**src/hdl/rlgd_pkg.sv**
```systemverilog
// rlgd_pkg: shared types and constants of the run-length grid decoder
// used by the channel interfaces, the controller, the datapath and the top level
package rlgd_pkg;

  // default grid limits, handed to the top-level parameters
  localparam int MAX_COLUMNS_DEF = 1024;
  localparam int MAX_LINES_DEF   = 1024;

  // cells carried by one result
  localparam int LANES = 4;

  // field widths
  localparam int BYTE_W   = 8;
  localparam int RUN_W    = 9;
  localparam int INDEX_W  = 20;
  localparam int DIM_W    = 11;
  localparam int COUNT_W  = 3;
  localparam int STATUS_W = 3;

  // largest value an 11-bit dimension register can hold
  localparam int DIM_REG_MAX = 2047;

  // marker characters
  localparam logic [BYTE_W-1:0] MARK_ENTRY = 8'h50;
  localparam logic [BYTE_W-1:0] MARK_EXIT  = 8'h4B;

  // result status codes
  localparam logic [STATUS_W-1:0] ST_OK        = 3'd0;
  localparam logic [STATUS_W-1:0] ST_BAD_WORD  = 3'd1;
  localparam logic [STATUS_W-1:0] ST_OVERFLOW  = 3'd2;
  localparam logic [STATUS_W-1:0] ST_UNDERFLOW = 3'd3;
  localparam logic [STATUS_W-1:0] ST_MARKER    = 3'd4;

  // configuration port
  localparam int CFG_IDX_W  = 3;
  localparam int CFG_DATA_W = 20;
  localparam logic [CFG_IDX_W-1:0] CFG_COLUMNS   = 3'd0;
  localparam logic [CFG_IDX_W-1:0] CFG_LINES     = 3'd1;
  localparam logic [CFG_IDX_W-1:0] CFG_SEPARATOR = 3'd2;
  localparam logic [CFG_IDX_W-1:0] CFG_WALL      = 3'd3;
  localparam logic [CFG_IDX_W-1:0] CFG_PATH      = 3'd4;
  localparam logic [CFG_IDX_W-1:0] CFG_ENTRY     = 3'd5;
  localparam logic [CFG_IDX_W-1:0] CFG_EXIT      = 3'd6;

  // controller to datapath
  typedef struct packed {
    logic capture;  // latch the input item
    logic calc;     // register the grid size
    logic eval;     // classify the word
    logic drop;     // swallow a word while an error is pending
    logic emit;     // load one result into the output register
  } rlgd_cmd_t;

  // datapath to controller
  typedef struct packed {
    logic error_seen;  // sticky error pending
    logic last;        // the next result is the last of this word
  } rlgd_sts_t;

endpackage

```
**src/hdl/rlgd_if.sv**
```systemverilog
// rlgd_if: valid/ready channel interfaces for code words and results
// depends on rlgd_pkg for field widths
interface rlgd_in_if;
  logic                          valid;
  logic                          ready;
  logic [rlgd_pkg::BYTE_W-1:0]   word_separator;
  logic [rlgd_pkg::BYTE_W-1:0]   run_char;
  logic [rlgd_pkg::BYTE_W-1:0]   run_extra;
  logic                          final_word;

  modport source (output valid, word_separator, run_char, run_extra, final_word,
                  input ready);
  modport sink (input valid, word_separator, run_char, run_extra, final_word,
                output ready);
endinterface

interface rlgd_out_if;
  logic                           valid;
  logic                           ready;
  logic [rlgd_pkg::INDEX_W-1:0]   first_cell;
  logic [rlgd_pkg::BYTE_W-1:0]    cell_a;
  logic [rlgd_pkg::BYTE_W-1:0]    cell_b;
  logic [rlgd_pkg::BYTE_W-1:0]    cell_c;
  logic [rlgd_pkg::BYTE_W-1:0]    cell_d;
  logic [rlgd_pkg::COUNT_W-1:0]   cells_valid;
  logic                           run_done;
  logic [rlgd_pkg::STATUS_W-1:0]  status;

  modport source (output valid, first_cell, cell_a, cell_b, cell_c, cell_d,
                  cells_valid, run_done, status, input ready);
  modport sink (input valid, first_cell, cell_a, cell_b, cell_c, cell_d,
                cells_valid, run_done, status, output ready);
endinterface

```
**src/hdl/rlgd_ctrl.sv**
```systemverilog
// rlgd_ctrl: sequencing of one code word and the output valid flag
// depends on rlgd_pkg for the command and status structs
module rlgd_ctrl (
  input  logic                clk,
  input  logic                rst_n,
  input  logic                in_valid,
  output logic                in_ready,
  output logic                out_valid,
  input  logic                out_ready,
  input  rlgd_pkg::rlgd_sts_t sts,
  output rlgd_pkg::rlgd_cmd_t cmd
);

  typedef enum logic [1:0] {
    S_IDLE,
    S_CALC,
    S_EVAL,
    S_EMIT
  } state_t;

  state_t state_r, state_nxt;
  logic   out_valid_r, out_valid_nxt;
  logic   can_load;

  assign can_load  = !out_valid_r || out_ready;
  assign in_ready  = (state_r == S_IDLE);
  assign out_valid = out_valid_r;

  always_comb begin
    cmd         = '0;
    state_nxt   = state_r;
    unique case (state_r)
      S_IDLE: begin
        if (in_valid) begin
          cmd.capture = 1'b1;
          state_nxt   = S_CALC;
        end
      end
      S_CALC: begin
        cmd.calc  = 1'b1;
        state_nxt = S_EVAL;
      end
      S_EVAL: begin
        if (sts.error_seen) begin
          cmd.drop  = 1'b1;
          state_nxt = S_IDLE;
        end else begin
          cmd.eval  = 1'b1;
          state_nxt = S_EMIT;
        end
      end
      S_EMIT: begin
        if (can_load) begin
          cmd.emit = 1'b1;
          if (sts.last) state_nxt = S_IDLE;
        end
      end
      default: state_nxt = S_IDLE;
    endcase
    out_valid_nxt = cmd.emit ? 1'b1 : (out_ready ? 1'b0 : out_valid_r);
  end

  always_ff @(posedge clk) begin
    if (!rst_n) begin
      state_r     <= S_IDLE;
      out_valid_r <= 1'b0;
    end else begin
      state_r     <= state_nxt;
      out_valid_r <= out_valid_nxt;
    end
  end

endmodule

```
**src/hdl/rlgd_datapath.sv**
```systemverilog
// rlgd_datapath: configuration registers, grid position, word checks and result builder
// depends on rlgd_pkg; driven by rlgd_ctrl through rlgd_cmd_t
module rlgd_datapath #(
  parameter int MAX_COLUMNS = rlgd_pkg::MAX_COLUMNS_DEF,
  parameter int MAX_LINES   = rlgd_pkg::MAX_LINES_DEF
) (
  input  logic                              clk,
  input  logic                              rst_n,
  input  logic                              cfg_we,
  input  logic [rlgd_pkg::CFG_IDX_W-1:0]    cfg_index,
  input  logic [rlgd_pkg::CFG_DATA_W-1:0]   cfg_data,
  input  logic [rlgd_pkg::BYTE_W-1:0]       in_word_separator,
  input  logic [rlgd_pkg::BYTE_W-1:0]       in_run_char,
  input  logic [rlgd_pkg::BYTE_W-1:0]       in_run_extra,
  input  logic                              in_final_word,
  input  rlgd_pkg::rlgd_cmd_t               cmd,
  output rlgd_pkg::rlgd_sts_t               sts,
  output logic [rlgd_pkg::INDEX_W-1:0]      out_first_cell,
  output logic [rlgd_pkg::BYTE_W-1:0]       out_cell_a,
  output logic [rlgd_pkg::BYTE_W-1:0]       out_cell_b,
  output logic [rlgd_pkg::BYTE_W-1:0]       out_cell_c,
  output logic [rlgd_pkg::BYTE_W-1:0]       out_cell_d,
  output logic [rlgd_pkg::COUNT_W-1:0]      out_cells_valid,
  output logic                              out_run_done,
  output logic [rlgd_pkg::STATUS_W-1:0]     out_status
);

  localparam int BW = rlgd_pkg::BYTE_W;
  localparam int DW = rlgd_pkg::DIM_W;
  localparam int RW = rlgd_pkg::RUN_W;
  localparam int XW = rlgd_pkg::INDEX_W;
  localparam int CNW = rlgd_pkg::COUNT_W;
  localparam int SW = rlgd_pkg::STATUS_W;
  localparam int NL = rlgd_pkg::LANES;
  localparam int COL_EFF = MAX_COLUMNS < rlgd_pkg::DIM_REG_MAX ? MAX_COLUMNS
                                                               : rlgd_pkg::DIM_REG_MAX;
  localparam int LIN_EFF = MAX_LINES < rlgd_pkg::DIM_REG_MAX ? MAX_LINES
                                                             : rlgd_pkg::DIM_REG_MAX;
  localparam int TOT_W = $clog2(COL_EFF * LIN_EFF + 1);
  localparam int IDX_W = TOT_W > XW ? TOT_W : XW;
  localparam logic [DW-1:0] COL_MAX = DW'(COL_EFF);
  localparam logic [DW-1:0] LIN_MAX = DW'(LIN_EFF);

  // configuration registers
  logic [DW-1:0] cols_r, lines_r;
  logic [BW-1:0] sep_r, wall_r, path_r;
  logic [XW-1:0] entry_r, exit_r;

  // block state
  logic [TOT_W-1:0] pos_r;
  logic             err_r;

  // per-word registers
  logic [BW-1:0]    wsep_r, char_r;
  logic [RW-1:0]    n_r, done_r;
  logic             fin_r, bad_r, under_r;
  logic [SW-1:0]    status_r;
  logic [TOT_W-1:0] total_r;

  // result register
  logic [XW-1:0]  first_r;
  logic [BW-1:0]  cell_r [NL];
  logic [CNW-1:0] valid_cnt_r;
  logic           done_flag_r;
  logic [SW-1:0]  out_status_r;

  logic [DW-1:0]      cols_c, lines_c;
  logic [2*DW-1:0]    prod;
  logic [IDX_W-1:0]   pos_w, total_w, avail_w, n_w, entry_w, exit_w, base_w;
  logic               mark_bad, word_bad, ovf;
  logic [SW-1:0]      status_c;
  logic [RW-1:0]      rem;
  logic [CNW-1:0]     take;
  logic               last_chunk;
  logic [BW-1:0]      lane_chr [NL];

  // grid size, clamped to the supported range
  always_comb begin
    cols_c  = (cols_r == '0) ? DW'(1) : ((cols_r > COL_MAX) ? COL_MAX : cols_r);
    lines_c = (lines_r == '0) ? DW'(1) : ((lines_r > LIN_MAX) ? LIN_MAX : lines_r);
    prod    = cols_c * lines_c;
  end

  // word classification
  always_comb begin
    pos_w   = IDX_W'(pos_r);
    total_w = IDX_W'(total_r);
    n_w     = IDX_W'(n_r);
    entry_w = IDX_W'(entry_r);
    exit_w  = IDX_W'(exit_r);
    avail_w = (pos_w < total_w) ? (total_w - pos_w) : '0;
    mark_bad = (pos_r == '0) && ((entry_w >= total_w) || (exit_w >= total_w));
    word_bad = (wsep_r != sep_r) || ((char_r != path_r) && (char_r != wall_r));
    ovf      = (n_w > avail_w) || ((n_w == avail_w) && !fin_r);
    priority if (mark_bad) status_c = rlgd_pkg::ST_MARKER;
    else if (word_bad)     status_c = rlgd_pkg::ST_BAD_WORD;
    else if (ovf)          status_c = rlgd_pkg::ST_OVERFLOW;
    else                   status_c = rlgd_pkg::ST_OK;
  end

  // one chunk of up to four cells
  always_comb begin
    rem        = n_r - done_r;
    last_chunk = (rem <= RW'(NL));
    take       = last_chunk ? CNW'(rem) : CNW'(NL);
    base_w     = pos_w + IDX_W'(done_r);
    for (int k = 0; k < NL; k++) begin
      if (CNW'(k) >= take) lane_chr[k] = '0;
      else if (base_w + IDX_W'(k) == exit_w) lane_chr[k] = rlgd_pkg::MARK_EXIT;
      else if (base_w + IDX_W'(k) == entry_w) lane_chr[k] = rlgd_pkg::MARK_ENTRY;
      else lane_chr[k] = char_r;
    end
  end

  assign sts.error_seen = err_r;
  assign sts.last       = bad_r || last_chunk;

  // configuration and block state
  always_ff @(posedge clk) begin
    if (!rst_n) begin
      cols_r  <= DW'(1);
      lines_r <= DW'(1);
      sep_r   <= 8'd0;
      wall_r  <= 8'd88;
      path_r  <= 8'd32;
      entry_r <= '0;
      exit_r  <= '0;
      pos_r   <= '0;
      err_r   <= 1'b0;
    end else begin
      if (cfg_we) begin
        unique case (cfg_index)
          rlgd_pkg::CFG_COLUMNS:   cols_r  <= cfg_data[DW-1:0];
          rlgd_pkg::CFG_LINES:     lines_r <= cfg_data[DW-1:0];
          rlgd_pkg::CFG_SEPARATOR: sep_r   <= cfg_data[BW-1:0];
          rlgd_pkg::CFG_WALL:      wall_r  <= cfg_data[BW-1:0];
          rlgd_pkg::CFG_PATH:      path_r  <= cfg_data[BW-1:0];
          rlgd_pkg::CFG_ENTRY:     entry_r <= cfg_data[XW-1:0];
          rlgd_pkg::CFG_EXIT:      exit_r  <= cfg_data[XW-1:0];
          default: ;
        endcase
      end
      if (cmd.drop && fin_r) begin
        err_r <= 1'b0;
        pos_r <= '0;
      end
      if (cmd.emit) begin
        if (bad_r) begin
          err_r <= !fin_r;
          if (fin_r) pos_r <= '0;
        end else if (last_chunk) begin
          pos_r <= fin_r ? '0 : TOT_W'(pos_w + n_w);
        end
      end
    end
  end

  // word registers and result register
  always_ff @(posedge clk) begin
    if (cmd.capture) begin
      wsep_r <= in_word_separator;
      char_r <= in_run_char;
      n_r    <= RW'(in_run_extra) + RW'(1);
      fin_r  <= in_final_word;
    end
    if (cmd.calc) total_r <= prod[TOT_W-1:0];
    if (cmd.eval) begin
      status_r <= status_c;
      bad_r    <= (status_c != rlgd_pkg::ST_OK);
      under_r  <= fin_r && (n_w < avail_w);
      done_r   <= '0;
    end
    if (cmd.emit) begin
      if (bad_r) begin
        first_r      <= pos_w[XW-1:0];
        for (int k = 0; k < NL; k++) cell_r[k] <= '0;
        valid_cnt_r  <= '0;
        done_flag_r  <= 1'b1;
        out_status_r <= status_r;
      end else begin
        first_r      <= base_w[XW-1:0];
        for (int k = 0; k < NL; k++) cell_r[k] <= lane_chr[k];
        valid_cnt_r  <= take;
        done_flag_r  <= last_chunk;
        out_status_r <= (last_chunk && under_r) ? rlgd_pkg::ST_UNDERFLOW : rlgd_pkg::ST_OK;
        done_r       <= done_r + RW'(take);
      end
    end
  end

  assign out_first_cell  = first_r;
  assign out_cell_a      = cell_r[0];
  assign out_cell_b      = cell_r[1];
  assign out_cell_c      = cell_r[2];
  assign out_cell_d      = cell_r[3];
  assign out_cells_valid = valid_cnt_r;
  assign out_run_done    = done_flag_r;
  assign out_status      = out_status_r;

endmodule

```
**src/hdl/run_length_grid_decoder.sv**
```systemverilog
// run_length_grid_decoder: top level of the run-length grid decoder
// instantiates rlgd_ctrl and rlgd_datapath; uses rlgd_pkg and the rlgd_if channels
//
// in_ch takes one three-byte code word per item (separator, character, run length
// minus one, last-word flag). out_ch returns results of up to four grid cells each,
// with the linear index of the first cell, a count of valid cells, a flag on the
// last result of the word and a status code.
// cfg_we/cfg_index/cfg_data write the grid size, byte codes and marker indices;
// write them only while no word is in flight.
// Timing: the controller takes a word in S_IDLE, forms the grid size in S_CALC
// (one 11x11 multiply), checks the word in S_EVAL, and in S_EMIT loads one result
// per cycle into the output register while that register is free. A rejected word
// gives a single result with no cells; a word dropped after an error gives none.
// The next word is taken once the last result of the current one sits in the
// output register.
// When the receiver stalls, the result waits in the output register and the
// result builder stops; nothing is lost.
// Reset loads the register defaults (1 by 1 grid, separator 0, wall 88, path 32,
// markers at 0), clears the grid position and any pending error.
module run_length_grid_decoder #(
  parameter int MAX_COLUMNS = rlgd_pkg::MAX_COLUMNS_DEF,
  parameter int MAX_LINES   = rlgd_pkg::MAX_LINES_DEF
) (
  input  logic                            clk,
  input  logic                            rst_n,
  input  logic                            cfg_we,
  input  logic [rlgd_pkg::CFG_IDX_W-1:0]  cfg_index,
  input  logic [rlgd_pkg::CFG_DATA_W-1:0] cfg_data,
  rlgd_in_if.sink                         in_ch,
  rlgd_out_if.source                      out_ch
);

  rlgd_pkg::rlgd_cmd_t cmd;
  rlgd_pkg::rlgd_sts_t sts;

  rlgd_ctrl u_ctrl (
    .clk       (clk),
    .rst_n     (rst_n),
    .in_valid  (in_ch.valid),
    .in_ready  (in_ch.ready),
    .out_valid (out_ch.valid),
    .out_ready (out_ch.ready),
    .sts       (sts),
    .cmd       (cmd)
  );

  rlgd_datapath #(
    .MAX_COLUMNS (MAX_COLUMNS),
    .MAX_LINES   (MAX_LINES)
  ) u_datapath (
    .clk               (clk),
    .rst_n             (rst_n),
    .cfg_we            (cfg_we),
    .cfg_index         (cfg_index),
    .cfg_data          (cfg_data),
    .in_word_separator (in_ch.word_separator),
    .in_run_char       (in_ch.run_char),
    .in_run_extra      (in_ch.run_extra),
    .in_final_word     (in_ch.final_word),
    .cmd               (cmd),
    .sts               (sts),
    .out_first_cell    (out_ch.first_cell),
    .out_cell_a        (out_ch.cell_a),
    .out_cell_b        (out_ch.cell_b),
    .out_cell_c        (out_ch.cell_c),
    .out_cell_d        (out_ch.cell_d),
    .out_cells_valid   (out_ch.cells_valid),
    .out_run_done      (out_ch.run_done),
    .out_status        (out_ch.status)
  );

  // one word at a time: no new item right after one is taken
  a_one_word: assert property (@(posedge clk) disable iff (!rst_n)
    in_ch.valid && in_ch.ready |=> !in_ch.ready)
    else $error("input taken twice in a row");

  // a result never carries more than four cells
  a_cell_count: assert property (@(posedge clk) disable iff (!rst_n)
    out_ch.valid |-> out_ch.cells_valid <= 3'd4)
    else $error("cell count out of range");

  // any non-ok status is only on the last result of a word
  a_status_last: assert property (@(posedge clk) disable iff (!rst_n)
    out_ch.valid && out_ch.status != rlgd_pkg::ST_OK |-> out_ch.run_done)
    else $error("status on a non-final result");

  // a rejected word carries no cells
  a_reject_empty: assert property (@(posedge clk) disable iff (!rst_n)
    out_ch.valid && (out_ch.status == rlgd_pkg::ST_BAD_WORD ||
                     out_ch.status == rlgd_pkg::ST_OVERFLOW ||
                     out_ch.status == rlgd_pkg::ST_MARKER)
    |-> out_ch.cells_valid == 3'd0)
    else $error("rejected word carries cells");

  // the builder only loads a result when the output register is free
  a_no_overwrite: assert property (@(posedge clk) disable iff (!rst_n)
    cmd.emit |-> !out_ch.valid || out_ch.ready)
    else $error("result overwritten before it was taken");

endmodule
```
**src/flat_wrapper.sv**
```systemverilog
// flat-port wrapper written by rule: the top's interface ports become plain ports
module run_length_grid_decoder_flat 
#(
  parameter int MAX_COLUMNS = rlgd_pkg::MAX_COLUMNS_DEF,
  parameter int MAX_LINES   = rlgd_pkg::MAX_LINES_DEF
)
  (clk, rst_n, cfg_we, cfg_index, cfg_data, in_ch_valid, in_ch_word_separator, in_ch_run_char, in_ch_run_extra, in_ch_final_word, in_ch_ready, out_ch_valid, out_ch_first_cell, out_ch_cell_a, out_ch_cell_b, out_ch_cell_c, out_ch_cell_d, out_ch_cells_valid, out_ch_run_done, out_ch_status, out_ch_ready);
  rlgd_in_if in_ch_i ();
  rlgd_out_if out_ch_i ();
  input  logic clk;
  input  logic rst_n;
  input  logic cfg_we;
  input  logic [rlgd_pkg::CFG_IDX_W-1:0] cfg_index;
  input  logic [rlgd_pkg::CFG_DATA_W-1:0] cfg_data;
  input wire logic [$bits(in_ch_i.valid)-1:0] in_ch_valid;
  input wire logic [$bits(in_ch_i.word_separator)-1:0] in_ch_word_separator;
  input wire logic [$bits(in_ch_i.run_char)-1:0] in_ch_run_char;
  input wire logic [$bits(in_ch_i.run_extra)-1:0] in_ch_run_extra;
  input wire logic [$bits(in_ch_i.final_word)-1:0] in_ch_final_word;
  output wire logic [$bits(in_ch_i.ready)-1:0] in_ch_ready;
  output wire logic [$bits(out_ch_i.valid)-1:0] out_ch_valid;
  output wire logic [$bits(out_ch_i.first_cell)-1:0] out_ch_first_cell;
  output wire logic [$bits(out_ch_i.cell_a)-1:0] out_ch_cell_a;
  output wire logic [$bits(out_ch_i.cell_b)-1:0] out_ch_cell_b;
  output wire logic [$bits(out_ch_i.cell_c)-1:0] out_ch_cell_c;
  output wire logic [$bits(out_ch_i.cell_d)-1:0] out_ch_cell_d;
  output wire logic [$bits(out_ch_i.cells_valid)-1:0] out_ch_cells_valid;
  output wire logic [$bits(out_ch_i.run_done)-1:0] out_ch_run_done;
  output wire logic [$bits(out_ch_i.status)-1:0] out_ch_status;
  input wire logic [$bits(out_ch_i.ready)-1:0] out_ch_ready;
  assign in_ch_i.valid = in_ch_valid;
  assign in_ch_i.word_separator = in_ch_word_separator;
  assign in_ch_i.run_char = in_ch_run_char;
  assign in_ch_i.run_extra = in_ch_run_extra;
  assign in_ch_i.final_word = in_ch_final_word;
  assign in_ch_ready = in_ch_i.ready;
  assign out_ch_valid = out_ch_i.valid;
  assign out_ch_first_cell = out_ch_i.first_cell;
  assign out_ch_cell_a = out_ch_i.cell_a;
  assign out_ch_cell_b = out_ch_i.cell_b;
  assign out_ch_cell_c = out_ch_i.cell_c;
  assign out_ch_cell_d = out_ch_i.cell_d;
  assign out_ch_cells_valid = out_ch_i.cells_valid;
  assign out_ch_run_done = out_ch_i.run_done;
  assign out_ch_status = out_ch_i.status;
  assign out_ch_i.ready = out_ch_ready;
  run_length_grid_decoder #(.MAX_COLUMNS(MAX_COLUMNS), .MAX_LINES(MAX_LINES)) u_core (.clk(clk), .rst_n(rst_n), .cfg_we(cfg_we), .cfg_index(cfg_index), .cfg_data(cfg_data), .in_ch(in_ch_i), .out_ch(out_ch_i));
endmodule
```
**config.mk**
```make
export PLATFORM = sky130hd
export DESIGN_NAME = run_length_grid_decoder_flat
export DESIGN_NICKNAME = d
export VERILOG_FILES = /design/src/hdl/rlgd_pkg.sv /design/src/hdl/rlgd_if.sv /design/src/hdl/rlgd_ctrl.sv /design/src/hdl/rlgd_datapath.sv /design/src/hdl/run_length_grid_decoder.sv /design/src/flat_wrapper.sv
export SDC_FILE = /design/constraint.sdc
export NUM_CORES = 1
export LEC_CHECK = 0
export ABC_AREA = 1
export ABC_CLOCK_PERIOD_IN_PS = 10900
export BUFFER_PORTS_ARGS = -buffer_cell sky130_fd_sc_hd__buf_2
export CELL_PAD_IN_SITES_DETAIL_PLACEMENT = 1
export CELL_PAD_IN_SITES_GLOBAL_PLACEMENT = 1
export CORE_AREA = 2 2 211 213
export CTS_BUF_LIST = sky130_fd_sc_hd__clkbuf_4
export DETAILED_ROUTE_END_ITERATION = 12
export DIE_AREA = 0 0 213 215
export HOLD_SLACK_MARGIN = 0.02
export PLACE_DENSITY_LB_ADDON = 0.1
export SYNTH_ARGS = -nofsm -noshare
export SYNTH_HDL_FRONTEND = slang
export SYNTH_SLANG_ARGS = --single-unit
```
**constraint.sdc**
```tcl
create_clock -name clk -period 10.9 [get_ports clk]
set_input_delay 0 -clock clk [delete_from_list [all_inputs] [get_ports clk]]
set_output_delay 0 -clock clk [all_outputs]
set_load 0.05 [all_outputs]
```
* Word-level counts from Yosys, hierarchy flattened
Memory sizes are Yosys's and may differ from the RTL's.
Index checks and enable logic that the tools add are counted.
** Operators by class
- $add $sub $neg :: 9
- Multiply operators :: 1
- $lt $le $gt $ge :: 12
- Equality and inequality tests :: 24
- Muxes and demuxes :: 61
- Bitwise operators :: 4
- Reductions and logical operators :: 28
** Operator list (count)
- 21-bit by 20-bit == test with 1-bit output :: 8
- 21-bit two-way mux :: 7
- 8-bit two-way mux :: 16
- 11-bit two-way mux :: 4
- 21-bit by 2-bit adder with 21-bit output, second input constant :: 2
- 21-bit by 9-bit adder with 21-bit output :: 2
- 20-bit by 21-bit >= comparator with 1-bit output :: 2
- 9-bit two-way mux :: 3
- 8-bit inequality test :: 3
- 11-bit greater-than comparator, second input constant :: 2
- 11-bit zero test :: 2
- 21-bit by 1-bit adder with 21-bit output, second input constant :: 1
- 9-bit by 21-bit == test with 1-bit output :: 1
- 9-bit by 21-bit greater-than comparator with 1-bit output :: 1
- 21-bit zero test :: 1
- 21-bit < comparator :: 1
- 9-bit by 21-bit < comparator with 1-bit output :: 1
- 11-bit by 11-bit multiplier with 21-bit output :: 1
- 21-bit subtractor :: 1
- 20-bit two-way mux :: 1
- 1-bit two-way mux :: 18
- 2-bit two-way mux :: 8
- 2-bit AND reduction :: 7
- 8-bit by 1-bit adder with 9-bit output, second input constant :: 1
- 23 further kinds :: 45
** Word-level totals
- Bits in registers :: 199
- Memory bits (writable) :: 32
- Bits of input ports :: 53
- Output and inout port bits :: 61
- Logic and storage cells :: 164
- Memories :: 1
** Memories
- u_core.u_datapath.cell_r :: depth 4, bits a word 8, rd ports 4, clocked after Yosys merged registers in 0, write ports 4, line rlgd_datapath.sv:62 : logic [BW-1:0] cell_r [NL];

* Depth between registers and ports, before layout
Gate-level depths: netlist of run 1.
- Depth in word-level cells :: 9
- Depth in mapped cells :: 30
- Mapped depth without buffers :: 30

* By module
From an unflattened synthesis of run 1, not the netlist that was laid out.
** Unflattened totals
- Cells, all modules :: 3110
- Area, all modules :: 21478.1 µm²
** By module, submodules not included
- rlgd_datapath :: times used 1, cells each 3079, area an instance 21294.2 µm², seq. area each 5685.5 µm²
- rlgd_ctrl :: times used 1, cells each 31, area an instance 183.9 µm², seq. area each 60.1 µm²

* Worst setup path before layout of run 1
Ideal clock, no wire load.
- Path kind :: register to register
- Start :: register u_core.u_datapath.lines_r[4]
- End :: register u_core.u_datapath.total_r[19] (data pin)
- Library setup time :: 265 ps
- Data arrival time :: 5476 ps
- Data required time :: 10635 ps
- Path slack :: 5159 ps
- Cell stages (with the launch flop) :: 27
- Period minus slack after synthesis :: 5741 ps
- Cells stage by stage :: dfxtp_1 -> nor4_1 -> nand3_1 -> nor4_1 -> nor2_1 -> nor2_1 -> nand2_1 -> fa_1 -> fa_1 -> inv_1 -> ha_1 -> fa_1 -> inv_1 -> fa_1 -> inv_1 -> ha_1 -> nand2_1 -> inv_1 -> a21oi_1 -> o21bai_1 -> a21oi_1 -> o21ai_0 -> a21oi_1 -> o21bai_1 -> nand2_1 -> o21ai_0 -> xor2_1
** Between the ends
- Longest elaborated chain between the ends :: 4
** Ends and longest elaborated chain
- from (decl) :: line rlgd_datapath.sv:45 : logic [DW-1:0] cols_r, lines_r;
- from (signal assigned) :: line rlgd_datapath.sv:134 : rlgd_pkg::CFG_LINES: lines_r <= cfg_data[DW-1:0];
- 11-bit greater-than comparator :: line rlgd_datapath.sv:80 : lines_c = (lines_r == '0) ? DW'(1) : ((lines_r > LIN_MAX) ? LIN_MAX : lines_r);
- 11-bit two-way mux :: line rlgd_datapath.sv:80
- 11-bit two-way mux * :: line rlgd_datapath.sv:80
- 11-bit by 11-bit multiplier with 21-bit output * :: line rlgd_datapath.sv:81 : prod = cols_c * lines_c;
- net u_core.u_datapath.prod[19] :: line rlgd_datapath.sv:68 : logic [2*DW-1:0] prod;
- to (signal assigned) :: line rlgd_datapath.sv:166 : if (cmd.calc) total_r <= prod[TOT_W-1:0];
- to (decl) :: line rlgd_datapath.sv:58 : logic [TOT_W-1:0] total_r;
The timed path passes the listed nets; every way through them passes the cells marked *.
A chain may end at the register's enable or synchronous reset.

* Worst setup path after layout of run 1
Same ends and word-level chain as after synthesis.

==> results of run 1 <==
## how the worst max path moves through the flow
| stage | end | slack (ns) | startpoint |
|---|---|---|---|
| floorplan | u_core.u_datapath.total_r[19] | 5.16 | u_core.u_datapath.lines_r[4] |
| global placement | u_core.u_datapath.total_r[19] | 4.56 | u_core.u_datapath.lines_r[4] |
| detailed placement | u_core.u_datapath.total_r[19] | 4.15 | u_core.u_datapath.lines_r[4] |
| CTS | u_core.u_datapath.total_r[19] | 4.15 | u_core.u_datapath.lines_r[4] |
| global route | u_core.u_datapath.total_r[19] | 3.73 | u_core.u_datapath.lines_r[4] |
| finish | u_core.u_datapath.total_r[19] | 4.14 | u_core.u_datapath.lines_r[4] |
## placed cells by master (no fill, tap or decap), types with 11 or more instances in the layout
cell type	instances
sky130_fd_sc_hd__buf_2	113
sky130_fd_sc_hd__nor3_1	24
sky130_fd_sc_hd__clkinv_1	24
sky130_fd_sc_hd__nor2_1	393
sky130_fd_sc_hd__nor2_4	15
sky130_fd_sc_hd__nand4_1	63
sky130_fd_sc_hd__o211ai_1	13
sky130_fd_sc_hd__nor2_2	27
sky130_fd_sc_hd__inv_2	14
sky130_fd_sc_hd__nand2_1	768
sky130_fd_sc_hd__xor2_1	84
sky130_fd_sc_hd__dfxtp_1	119
sky130_fd_sc_hd__ha_1	161
sky130_fd_sc_hd__clkbuf_4	94
sky130_fd_sc_hd__nor4_1	18
sky130_fd_sc_hd__dlygate4sd3_1	94
sky130_fd_sc_hd__a21oi_1	159
sky130_fd_sc_hd__o21ai_0	165
sky130_fd_sc_hd__edfxtp_1	112
sky130_fd_sc_hd__or2_2	11
sky130_fd_sc_hd__nand3_2	17
sky130_fd_sc_hd__fa_1	84
sky130_fd_sc_hd__nand3_1	201
sky130_fd_sc_hd__nand2_2	31
sky130_fd_sc_hd__inv_1	418
sky130_fd_sc_hd__xnor2_1	35
## sequential cells by signal, indices dropped and copies added, names as in the netlist, 2 cells and up, named ones only
signal and flops:
u_core.u_datapath.path_r 8, u_core.u_datapath.exit_r 20, u_core.u_datapath.lines_r 11, u_core.u_datapath.cell_r 32, u_core.u_datapath.entry_r 20, u_core.u_datapath.cols_r 11
u_core.u_datapath.sep_r 8, u_core.u_datapath.pos_r 21, u_core.u_datapath.wsep_r 8, u_core.u_datapath.total_r 21, u_core.u_datapath.char_r 8, u_core.u_datapath.status_r 3
u_core.u_datapath.out_status 3, u_core.u_datapath.done_r 8, u_core.u_ctrl.state_r 2, u_core.u_datapath.n_r 9, u_core.u_datapath.out_first_cell 20, u_core.u_datapath.wall_r 8
u_core.u_datapath.out_cells_valid 3
## routing by layer
layer / share of wire / vias up
met3: 0.082 / 314
met1: 0.40 / 11447
li1: - / 10532
met4: 0.061 / 0
met2: 0.46 / 1140
met5: 0 / -
## power by group through the flow
stage | Sequential (mW) | Combinational [mW] | Clock, mW
6_report | 1.01 | 0.703 | 0.832
5_1_grt | 1.01 | 0.766 | 0.873
4_1_cts | 1.01 | 0.671 | 0.799
3_5_place_dp | 1.03 | 0.640 | 0
3_3_place_gp | 1.02 | 0.613 | 0
2_1_floorplan | 1.01 | 0.434 | 0
## final cells by class
class / count / area, µm² / share of cell area
multi-input cells: 2363 / 14000 / 0.572
flip-flops and latches: 231 / 5750 / 0.234
inverters: 438 / 1650 / 0.0670
repair buffers: 216 / 1570 / 0.0641
well taps: 592 / 741 / 0.0302
clock buffers: 94 / 706 / 0.0288
clock inverters: 20 / 76.3 / 0.00311
diodes: 6 / 15.0 / 0.000612
## cells by family (layout without fill, tap and decap cells)
group | count (synthesis) | count (layout)
AOI/OAI and AO/OA | 399 | 399
xor gates and xnor gates | 123 | 123
adders and majority gates | 245 | 245
buffers and inverters | 491 | 768
DFF | 231 | 231
other | 0 | 6
and+or+nand+nor | 1596 | 1596
## worst max-delay path, stage by stage (launching register included)
cell and delay (ns):
sky130_fd_sc_hd__dfxtp_1 0.33, sky130_fd_sc_hd__nor4_1 0.29, sky130_fd_sc_hd__nand3_1 0.12, sky130_fd_sc_hd__nor4_1 0.28, sky130_fd_sc_hd__nor2_1 0.13, sky130_fd_sc_hd__nor2_1 0.57, sky130_fd_sc_hd__inv_1 0.20, sky130_fd_sc_hd__nor2_1 0.18
sky130_fd_sc_hd__fa_1 0.45, sky130_fd_sc_hd__ha_1 0.24, sky130_fd_sc_hd__fa_1 0.54, sky130_fd_sc_hd__inv_1 0.06, sky130_fd_sc_hd__fa_1 0.46, sky130_fd_sc_hd__fa_1 0.56, sky130_fd_sc_hd__inv_1 0.05, sky130_fd_sc_hd__ha_1 0.36
sky130_fd_sc_hd__a21oi_1 0.20, sky130_fd_sc_hd__nand2_1 0.11, sky130_fd_sc_hd__a21oi_1 0.22, sky130_fd_sc_hd__o21bai_1 0.09, sky130_fd_sc_hd__a21oi_1 0.22, sky130_fd_sc_hd__o21ai_0 0.17, sky130_fd_sc_hd__a21oi_1 0.21, sky130_fd_sc_hd__o21bai_1 0.14
sky130_fd_sc_hd__nand2_1 0.10, sky130_fd_sc_hd__o21ai_0 0.09, sky130_fd_sc_hd__xor2_1 0.15
## metrics by stage
stage	setup WS [ns]	total power, mW
final	4.14	2.55
after global routing	3.73	2.65
after CTS	4.15	2.48
after detailed placement	4.15	1.67
after global placement	4.56	1.64
after floorplan	5.16	1.45
## timing repair
| item | CTS | global route |
|---|---|---|
| endpoints found under the hold margin | 153 | 0 |
| setup buffers | 0 | 0 |
| gates resized for setup | 0 | 0 |
| hold buffers | 94 | 0 |
==> metrics.txt, run 1 <==
status=finished, final reports clean; Worst Clk Skew=0.0570 ns; DR WL/cell=23.2 µm; post-synthesis adder-cell area fraction=0.171; fin util=0.562; largest fanout on the critical path=9; switching power as a share of total power=0.383; proportion of power drawn by combinational gates=0.276; core region area=0.0436 mm²; insertion delay to the later sink of the worst-skew pair=0.88 ns; part of the power in the clock network=0.327; number of hold violations in the final report=0; FP Rows=77; kind of path behind the tightest hold check=in2reg; count of synthesis-stage warnings from yosys=0; Die Height=215 µm; number of instances in the synthesized netlist=3085; mapped cell area=0.0216 mm²; number of global-route vias before repair=24204; initial standard-cell utilization of the core=0.495; share of power burned in registers=0.397; Setup TNS=0 ns; CTS tree=done; internal power consumption=1.57 mW; total gr overflow=0; final clock period utilization by the worst path=0.620; area share of the largest cell type after synthesis=0.156; HPWL reported at the end of detailed placement=68700 µm; horizontal die dimension=213 µm; crit path launch type=register; GRT met3 Usage=0.0712; Final Hold Slack=0.0365 ns; number of storage elements in the synthesis netlist=231; nets=3609; origin of the worst min-delay path=in_ch_run_extra[0]; power per cell area=104 mW/mm²; area share of and/or/nand/nor cells after synthesis=0.324; P&R area growth vs syn=13.5%; post-synthesis compound-gate area fraction=0.101; count of clock tree sinks=231; IO Pins=114; share of cell area taken by muxes after synthesis=0; IO buf count=113; global-route wire length before repair=140000 µm; placed cell areas=0.0228 mm²; DRC violations left=0; async set-reset flop share out of synthesis=0; Worst R2R Path Depth=26; final design instance area without fill=0.0245 mm²; total instance count after detailed placement=3746; die area=0.0458 mm²; number of enable-type register cells in the synthesized netlist=112; gr busiest metal=met2; Arr. time, crit path=7.34 ns; unrepaired setup endpoints after global routing=no; prevailing post-synth register cell=sky130_fd_sc_hd__dfxtp_1; sum of routed wire length over all layers=92000 µm; shortest clock period the worst path allows after layout=6.76 ns; final cell count without fillers=3960; reg2reg end=u_core.u_datapath.total_r[19]; sequential-to-total area share from yosys stat=0.266; root cell of the clock tree=sky130_fd_sc_hd__clkbuf_4; area leader, netlist=sky130_fd_sc_hd__edfxtp_1; final max-slew violation count=0; total via count in the routed design=23433; leakage power figure=11.8 nW; fillcell total=5834; Mean Syn Cell Area=7.01 µm²; most instantiated cells after synthesis=768 x sky130_fd_sc_hd__nand2_1, 418 x sky130_fd_sc_hd__inv_1, 396 x sky130_fd_sc_hd__nor2_1; nature of the critical path endpoint=register; number of H-tree levels=2; f_max=148 MHz; number of violations of the max-capacitance limit=0; xor-xnor portion of the synthesized cell area=0.0515; Clock Pin Slew Worst Setup and Hold Paths=0.08 ns; pin count of the biggest net entering global routing=101; CTS Buffer Depth=3; syn nets=3383; setup violation total in the final timing report=0; combinational family with the most area after synthesis=simple AND/OR/NAND/NOR gates; Final ANT Viol Nets=0; Cell variety after synth=58; total CTS buffers=61; GR met1 Demand/Resource=0.509; average vias per placed instance=5.92; met2 track utilization from global routing=0.645; Worst-Margin Slew=1.14 ns; number of cells on the worst hold path=3; aggregate global-route resource usage=0.400; worst relative slew slack=0.240; initial antenna violation count=5; initial DRC count=2083; end of the worst hold path=u_core.u_datapath.n_r[1]; Final Wtd Congestion=1.01; register-to-register setup slack=4.14 ns; Worst EP required=11.48 ns; net switching power=0.975 mW; Critical Setup Path Class=reg2reg; detailed-router iteration count before antenna repair=6; Area contributors post-synth=sky130_fd_sc_hd__edfxtp_1 16%, sky130_fd_sc_hd__nand2_1 13%, sky130_fd_sc_hd__dfxtp_1 11%; most frequent cell after synthesis=sky130_fd_sc_hd__nand2_1; Reg-to-Reg Start=u_core.u_datapath.lines_r[4]; largest voltage drop on the vdd net=0.0000730 V; fraction of layout cells with a size suffix above 1=0.105
Power figures use the tool's default switching activity.
==> run 2: changes to the inputs <==
- ABC_CLOCK_PERIOD_IN_PS: 10900 -> 7050
- CORE_AREA: 2 2 211 213 -> 2 2 218 220
- DIE_AREA: 0 0 213 215 -> 0 0 220 222
- clock period: 10.9 -> 7.05 ns (I/O delays scaled with it)
==> metrics.txt, run 2 (synthesis gave the netlist of run 1 again) <==
status=finished, final reports clean; largest voltage drop on the vdd net=0.000122 V (+67%); leading cell type in the layout, fill and taps excluded=sky130_fd_sc_hd__nand2_1; insertion delay to the later sink of the worst-skew pair=0.82 ns (-0.06 ns); total via count in the routed design=22828 (-2.6%); Clock Pin Slew Worst Setup and Hold Paths=0.08 ns (about the same); most frequent cells in the layout=767 x sky130_fd_sc_hd__nand2_1, 418 x sky130_fd_sc_hd__inv_1, 391 x sky130_fd_sc_hd__nor2_1; largest fanout on the critical path=9 (unchanged); final clock period utilization by the worst path=0.938 (+0.318); worst path setup slack after routing=0.435 ns (-3.71 ns); nature of the critical path endpoint=register; HPWL reported at the end of detailed placement=68800 µm (+0.13%); kind of path behind the tightest hold check=in2reg; Final ANT Viol Nets=0 (unchanged); number of hold violations in the final report=0 (unchanged); Worst EP required=7.58 ns (-3.90 ns); initial antenna violation count=7 (+2); pre-CTS setup slack=0.431 ns (-3.72 ns); DRC violations left=0 (unchanged); detailed-router iteration count before antenna repair=7 (+1); number of H-tree levels=3 (+1); fillcell total=6085 (+4.3%); IO buf count=113 (unchanged); FP Rows=79 (+2.6%); nets=3625 (+0.44%); leakage power figure=11.9 nW (+0.79%); f_max=151 MHz (+2.2%); IO Pins=114 (unchanged); Critical Path Max Stage Delay=0.53 ns (-0.04 ns); final max-slew violation count=0 (unchanged); horizontal die dimension=220 µm (+3.3%); CTS tree=done; setup violation total in the final timing report=0 (unchanged); setup bufs post-CTS=0 (unchanged); P&R area growth vs syn=14.3%; core region area=0.0463 mm² (+6.0%); number of violations of the max-capacitance limit=0 (unchanged); initial standard-cell utilization of the core=0.467 (-0.0280); number of global-route vias before repair=24049 (-0.64%); DR WL/cell=22.7 µm (-2.3%); registers with the highest flip-flop counts=u_core.u_datapath.cell_r x32, u_core.u_datapath.pos_r x21, u_core.u_datapath.total_r x21; root cell of the clock tree=sky130_fd_sc_hd__clkbuf_4; final cell count without fillers=3985 (+0.63%); CTS Buffer Depth=3 (unchanged); cell with the largest stage delay on the worst path=sky130_fd_sc_hd__fa_1; Setup TNS=0 ns (unchanged); count of clock tree sinks=231 (unchanged); Final Wtd Congestion=0.983 (-2.4%); average vias per placed instance=5.73 (-3.2%); power per cell area=161 mW/mm² (+56%); placed cell areas=0.0229 mm² (+0.21%); final design instance area without fill=0.0247 mm² (+0.72%); aggregate global-route resource usage=0.372 (-0.0288); Most Frequent Cell on Critical Path=sky130_fd_sc_hd__fa_1; crit path launch type=register; unrepaired setup endpoints after global routing=no; total gr overflow=0 (unchanged); Critical Setup Path Class=reg2reg; total CTS buffers=68 (+11%); pin count of the biggest net entering global routing=101 (unchanged); sum of routed wire length over all layers=90500 µm (-1.7%); Die Height=222 µm (+3.3%); Arr. time, crit path=7.15 ns (-0.19 ns); worst relative slew slack=0.122 (-0.118); most flop-heavy register=u_core.u_datapath.cell_r; die area=0.0488 mm² (+6.6%); shortest clock period the worst path allows after layout=6.61 ns (-0.144 ns); Worst-Margin Slew=1.30 ns (+0.164 ns); Worst Clk Skew=0.0504 ns (-0.00662 ns); total instance count after detailed placement=3765 (+0.51%); global-route wire length before repair=139000 µm (-0.58%); initial DRC count=1790 (-14%); fraction of layout cells with a size suffix above 1=0.111 (+0.00677); flip-flop count of the largest register, all copies and words added=32 (unchanged)
==> run 2: routing by layer <==
metal / GRT usage / vias to the layer above / share of wire
met1: 0.481 / 11257 / 0.43
li1: - / 10577 / -
met3: 0.0602 / 237 / 0.057
met5: 0 / - / 0.00018
met2: 0.601 / 755 / 0.47
met4: 0.181 / 2 / 0.046
==> run 2: power breakdown <==
part / internal [mW] / switching (mW)
Sequential: 1.48 / 0.0847
Clock: 0.681 / 0.671
Combinational: 0.348 / 0.728
Total: 2.51 / 1.48
==> run 2: path summary, 6_finish.rpt <==
check	from	to	slack, ns	depth (start not counted)
max	u_core.u_datapath.lines_r[4]	u_core.u_datapath.total_r[18]	0.44	27
max reg2reg	u_core.u_datapath.lines_r[4]	u_core.u_datapath.total_r[18]	0.44	27
min	cfg_data[15]	u_core.u_datapath.exit_r[15]	0.07	4
min reg2reg	u_core.u_datapath.cols_r[8]	u_core.u_datapath.cols_r[8]	0.49	2
==> run 2: area by class of cell <==
| type | count | area (µm²) | area share |
|---|---|---|---|
| diodes | 5 | 12.5 | 0.000506 |
| clock buffers | 106 | 796 | 0.0322 |
| clock inverters | 10 | 56.3 | 0.00228 |
| inverters | 438 | 1650 | 0.0667 |
| multi-input cells | 2363 | 14000 | 0.568 |
| flip-flops and latches | 231 | 5750 | 0.232 |
| well taps | 607 | 759 | 0.0307 |
| repair buffers | 225 | 1650 | 0.0669 |
==> run 2: worst max-delay path: cells and delay by family, from the launching register on <==
kind	cells	cell delay [ns]
buf+inv	5	0.49
xor+xnor	1	0.08
fa+ha+maj	6	2.84
compound gates	5	0.94
flops	1	0.33
simple gates	10	1.62
==> run 2: repair_timing <==
action	in CTS	in global routing
gates resized for setup	0	4
endpoints found under the setup margin	0	2
hold endpoints to repair	153	0
hold buffers	99	0
==> run 2: per-stage QoR <==
step | utilization | power (mW) | hold slack (ns)
after floorplan | - | 2.24 | 0.0989
after global placement | 0.494 | 2.53 | 0.177
after detailed placement | 0.494 | 2.57 | 0.178
after CTS | 0.534 | 3.93 | 0.0254
after global routing | 0.534 | 4.18 | 0.0532
final | 0.534 | 3.99 | 0.0688
